===== src/hdl/rpo_pkg.sv =====
// Shared types, codes and constants for the RGB pixel operations block.
// No dependencies; the files that use it refer to this package by scoped names.
`default_nettype none

package rpo_pkg;

    // Port field widths are fixed by the interface.
    localparam int SAMPLE_W   = 16;
    localparam int CFG_DATA_W = 16;
    localparam int CFG_IDX_W  = 2;

    // Defaults for the top-level parameters.
    localparam int DEF_MAX_ROW_WIDTH = 1024;
    localparam int DEF_SAMPLE_BITS   = 16;

    // Register indexes.
    localparam logic [CFG_IDX_W-1:0] REG_OPERATION = 2'd0;
    localparam logic [CFG_IDX_W-1:0] REG_MAX_VALUE = 2'd1;

    // Operation codes; the unused codes act as pass.
    localparam logic [2:0] OP_PASS      = 3'd0;
    localparam logic [2:0] OP_GRAY      = 3'd1;
    localparam logic [2:0] OP_NEG_BLUE  = 3'd2;
    localparam logic [2:0] OP_FLAT_RED  = 3'd3;
    localparam logic [2:0] OP_FLIP      = 3'd4;

    localparam logic [15:0] MAX_VALUE_RST = 16'd255;

    // Q16 luma weights, summing to exactly 65536.
    localparam logic [15:0] GRAY_WR = 16'd19595;
    localparam logic [15:0] GRAY_WG = 16'd38470;
    localparam logic [15:0] GRAY_WB = 16'd7471;

    typedef struct packed {
        logic [SAMPLE_W-1:0] red;
        logic [SAMPLE_W-1:0] green;
        logic [SAMPLE_W-1:0] blue;
        logic                row_end;
        logic                drain;
    } in_item_t;

    typedef struct packed {
        logic [SAMPLE_W-1:0] out_red;
        logic [SAMPLE_W-1:0] out_green;
        logic [SAMPLE_W-1:0] out_blue;
        logic                out_row_end;
    } out_item_t;

    // Read-side status from the line controller for one accepted item.
    typedef struct packed {
        logic hit;   // a stored pixel is given out
        logic last;  // it is the last pixel of the reversed row
    } rd_info_t;

endpackage

`default_nettype wire


===== src/hdl/rpo_color.sv =====
// Per-pixel colour operations: products and negation registered, luma sum after.
// Depends on rpo_pkg.
`default_nettype none

module rpo_color #(
    parameter int SAMPLE_BITS = rpo_pkg::DEF_SAMPLE_BITS
) (
    input  wire logic                          aclk,
    input  wire logic                          ld,
    input  wire rpo_pkg::in_item_t             item,
    input  wire logic [2:0]                    operation,
    input  wire logic [rpo_pkg::CFG_DATA_W-1:0] max_value,
    output logic [rpo_pkg::SAMPLE_W-1:0]       pix_r,
    output logic [rpo_pkg::SAMPLE_W-1:0]       pix_g,
    output logic [rpo_pkg::SAMPLE_W-1:0]       pix_b
);

    localparam int PROD_W = SAMPLE_BITS + 16;
    localparam int SUM_W  = PROD_W + 2;

    logic [SAMPLE_BITS-1:0] r_m, g_m, b_m, m_m, b_diff;
    logic [SAMPLE_BITS-1:0] r_reg, g_reg, b_reg;
    logic [PROD_W-1:0]      pr_reg, pg_reg, pb_reg;
    logic                   gray_reg;
    logic [SUM_W-1:0]       sum;
    logic [SAMPLE_BITS-1:0] luma;

    assign r_m    = item.red[SAMPLE_BITS-1:0];
    assign g_m    = item.green[SAMPLE_BITS-1:0];
    assign b_m    = item.blue[SAMPLE_BITS-1:0];
    assign m_m    = max_value[SAMPLE_BITS-1:0];
    assign b_diff = (b_m >= m_m) ? (b_m - m_m) : (m_m - b_m);

    always_ff @(posedge aclk) begin
        if (ld) begin
            gray_reg <= (operation == rpo_pkg::OP_GRAY);
            pr_reg   <= PROD_W'(r_m) * PROD_W'(rpo_pkg::GRAY_WR);
            pg_reg   <= PROD_W'(g_m) * PROD_W'(rpo_pkg::GRAY_WG);
            pb_reg   <= PROD_W'(b_m) * PROD_W'(rpo_pkg::GRAY_WB);
            r_reg    <= (operation == rpo_pkg::OP_FLAT_RED) ? '0 : r_m;
            g_reg    <= g_m;
            b_reg    <= (operation == rpo_pkg::OP_NEG_BLUE) ? b_diff : b_m;
        end
    end

    assign sum  = SUM_W'(pr_reg) + SUM_W'(pg_reg) + SUM_W'(pb_reg);
    assign luma = sum[16 +: SAMPLE_BITS];

    assign pix_r = rpo_pkg::SAMPLE_W'(gray_reg ? luma : r_reg);
    assign pix_g = rpo_pkg::SAMPLE_W'(gray_reg ? luma : g_reg);
    assign pix_b = rpo_pkg::SAMPLE_W'(gray_reg ? luma : b_reg);

endmodule

`default_nettype wire


===== config.mk =====
export PLATFORM = sky130hd
export DESIGN_NAME = rpo_color
export DESIGN_NICKNAME = d
export VERILOG_FILES = /design/src/hdl/rpo_pkg.sv /design/src/hdl/rpo_color.sv
export SDC_FILE = /design/constraint.sdc
export NUM_CORES = 1
export LEC_CHECK = 0
export BUFFER_PORTS_ARGS = -buffer_cell sky130_fd_sc_hd__buf_2
export CELL_PAD_IN_SITES_DETAIL_PLACEMENT = 1
export CELL_PAD_IN_SITES_GLOBAL_PLACEMENT = 2
export CORE_MARGIN = 2
export CORE_UTILIZATION = 42
export CTS_CLUSTER_SIZE = 30
export DETAILED_ROUTE_END_ITERATION = 8
export HOLD_SLACK_MARGIN = 0.02
export PLACE_DENSITY = 0.92
export SYNTH_ARGS = -nofsm -noshare
export SYNTH_HDL_FRONTEND = slang
export SYNTH_SLANG_ARGS = --single-unit

===== constraint.sdc =====
create_clock -name aclk -period 8.2 [get_ports aclk]
set_input_delay 2.05 -clock aclk [delete_from_list [all_inputs] [get_ports aclk]]
set_output_delay 2.05 -clock aclk [all_outputs]
set_load 0.01 [all_outputs]

==> flow_metrics.py <==
metrics = {
    "outcome": {
        "status": "finished, final reports clean",
    },
    "hold_path": {
        "hold_class": "input port to flop",
        "hold_depth": 1,
    },
    "floorplanning": {
        "initial_core_util": 0.426,
        "core_area_sq_um": 49100,
        "dieArea_sq_um": 51500,
        "die_h_um": 227,
        "die_w_um": 227,
        "rows": 81,
        "ios": 119,
    },
    "route": {
        "routed_wl_mm": 59.3,
        "drc_errors": 0,
        "dr.pass1.iters": 5,
        "ant_nets": 0,
        "initialDrtViolationCount": 862,
        "vias_per_cell": 5.41,
        "wl_per_cell_um": 20.6,
        "vias": 15600,
    },
    "synth": {
        "ys.flop_type": "edfxtp_1",
        "netlist-cell-type-count": 76,
        "ys_seq_area_frac": 0.200,
        "synth_edf_count": 139,
        "avgSynthCellArea_sq_um": 9.92,
        "yosysWarnings": 0,
        "syn-num-nets": 2811,
        "postSynthCellCount": 2106,
        "syn-cell-area_sq_um": 20900,
        "synthArstFlopShare": 0,
        "ys_ff_latch": 139,
    },
    "cells_and_area": {
        "synthToLayoutAreaGrowth_pct": 8.82,
        "final_cells": 2879,
        "nets": 2906,
        "largest_register_ff_count": 31,
        "drive_gt1_frac": 0.0840,
    },
    "global_route": {
        "grt_pass1_vias": 17100,
        "grt_max_degree": 77,
        "antenna_found_initial": 3,
        "grt_pass1_wl_mm": 93.6,
        "globalRouteOverflowTotal": 0,
        "grt_util_all_layers": 0.237,
    },
    "timing": {
        "setup_viol": 0,
        "rsz0062_at_grt": "no",
        "hold_viol": 0,
        "fmax_ghz": 0.139,
        "fin_crit_ns": 7.21,
        "slew_headroom": 0.312,
        "tightestPinTransition_ns": 1.02,
        "post-route-period-util": 0.879,
        "finalWorstSetupSlack_ns": 0.993,
        "fin_tns_setup_ns": 0,
        "drv_slew": 0,
        "hold_ws_ns": 1.99,
    },
    "critical_path": {
        "crit_slowest_cell": "fa_1",
        "crit_path_max_incr_delay_ns": 0.56,
        "cp_max_fo": 8,
        "cp_cell_sequence": "buf_2, ha_1, ha_1, inv_1, fa_1, inv_1, fa_1, fa_1, inv_1, fa_1, inv_1, ha_1, nand4_1, or2_2, o31ai_1, o221ai_1, o21ai_0, a21oi_1, xnor2_1",
        "cp.arrival_ns": 7.38,
        "start_kind": "input port",
        "path_class": "input port to flop",
        "setup.worst_path.end_class": "flop",
        "cp_data_required_time_ns": 8.37,
    },
    "clock_network": {
        "cts-buffers-inserted": 17,
        "htreeDepth": 4,
        "holdBufCountCts": 0,
        "cts_root_buf": "clkbuf_16",
        "cts_resized": 0,
        "cts_max_path_buffers": 2,
        "clk_pin_slew_worst_paths_ns": 0.07,
        "cts_setup_buffers": 0,
        "cts_tree": "done",
        "cts_num_sinks": 139,
    },
    "placed_design": {
        "dp_hpwl_mm": 50.1,
        "gp_congestion": 0.876,
        "dp.cells": 2846,
        "port_buffers": 116,
        "post-place-ws_ns": 0.642,
    },
    "flow_run": {
        "maxCapViolCount": 0,
    },
}
[per-stage QoR]
| step | cell area (sq um) | util |
|---|---|---|
| after floorplan | 20900 | - |
| after global placement | 22200 | 0.452 |
| after detailed placement | 22200 | 0.452 |
| after CTS | 22700 | 0.463 |
| after global routing | 22700 | 0.463 |
| final | 22700 | 0.463 |
[critical path, delay by kind of cell]
kind | cells | cell delay (ns)
AOI/OAI and AO/OA | 4 | 1.19
xor gates and xnor gates | 1 | 0.14
adders and majority gates | 7 | 3.03
buffers and inverters | 5 | 0.46
and+or+nand+nor | 2 | 0.50
[metal layers]
layer	share of wire	vias to the layer above	GRT usage	wire length, um
li1	-	7319	-	-
met1	0.43	7822	0.300	25400
met2	0.50	328	0.419	29500
met3	0.041	94	0.0281	2430
met4	0.033	2	0.0803	1970
met5	0.00019	-	0	11
[Yosys cell counts, drive strengths merged, types with 4 or more instances]
cell / n / area, sq um
o21a: 14 / 105
or2: 4 / 25.0
o31ai: 6 / 45.0
nor3: 22 / 110
inv: 458 / 1720
fa: 216 / 4320
nand2b: 10 / 62.6
xnor2: 65 / 569
a2111oi: 6 / 58.8
a21o: 62 / 465
a211oi: 12 / 90.1
clkbuf: 34 / 128
a221oi: 7 / 67.6
nor2b: 9 / 63.8
o21ai: 105 / 526
ha: 418 / 5230
o211ai: 10 / 75.1
and3: 13 / 81.3
edfxtp: 139 / 4170
o41ai: 5 / 58.8
buf: 9 / 52.5
a21oi: 109 / 546
nor2: 61 / 231
o2111ai: 4 / 35.0
a31oi: 13 / 81.3
and2: 21 / 131
nand2: 86 / 325
o21bai: 20 / 150
a31o: 4 / 35.0
nand3: 33 / 165
nand4: 19 / 119
or3: 4 / 25.0
mux2: 13 / 150
and4: 5 / 43.8
xor2: 31 / 272
o311ai: 5 / 43.8
mux2i: 9 / 90.1
[worst paths after layout]
path,to,from,slack [ns]
worst min-delay path,g_reg[0]$_DFFE_PP_,item[18],1.99
worst max-delay path,pg_reg[31]$_DFFE_PP_,item[32],0.99
[cell families (layout without fill, tap and decap cells)]
kind of cell / after synthesis / in the layout / synth area share
adders and majority gates: 634 / 634 / 0.457
AOI/OAI and AO/OA: 412 / 412 / 0.128
and+or+nand+nor: 302 / 302 / 0.0726
muxes: 22 / 22 / 0.0115
DFF: 139 / 139 / 0.200
xor gates and xnor gates: 96 / 96 / 0.0402
buffers and inverters: 501 / 609 / 0.0909
other: 0 / 1 / 0
[final cells by class]
type                    count  area (sq um)
well taps                 664           831
flip-flops and latches    139          4170
repair buffers            119           609
diodes                      1          2.50
fillers                  5650         26300
clock inverters            15           155
clock buffers              17           425
inverters                 458          1720
multi-input cells        1466         14800
[cells in the final DEF (no fill, tap or decap), types with 12 or more instances in the layout]
| master | instances |
|---|---|
| a211oi_1 | 12 |
| a21o_1 | 62 |
| a21oi_1 | 109 |
| a31oi_1 | 13 |
| and2_1 | 21 |
| and3_1 | 13 |
| buf_2 | 115 |
| clkbuf_16 | 17 |
| edfxtp_1 | 139 |
| fa_1 | 216 |
| ha_1 | 418 |
| inv_1 | 458 |
| mux2_2 | 12 |
| nand2_1 | 85 |
| nand3_1 | 33 |
| nand4_1 | 19 |
| nor2_1 | 60 |
| nor3_1 | 22 |
| o21a_1 | 14 |
| o21ai_0 | 104 |
| o21bai_1 | 20 |
| xnor2_1 | 65 |
| xor2_1 | 31 |
Power is not shown: default switching activity piles up to over one toggle a cycle in this logic, so the estimate is an artifact.
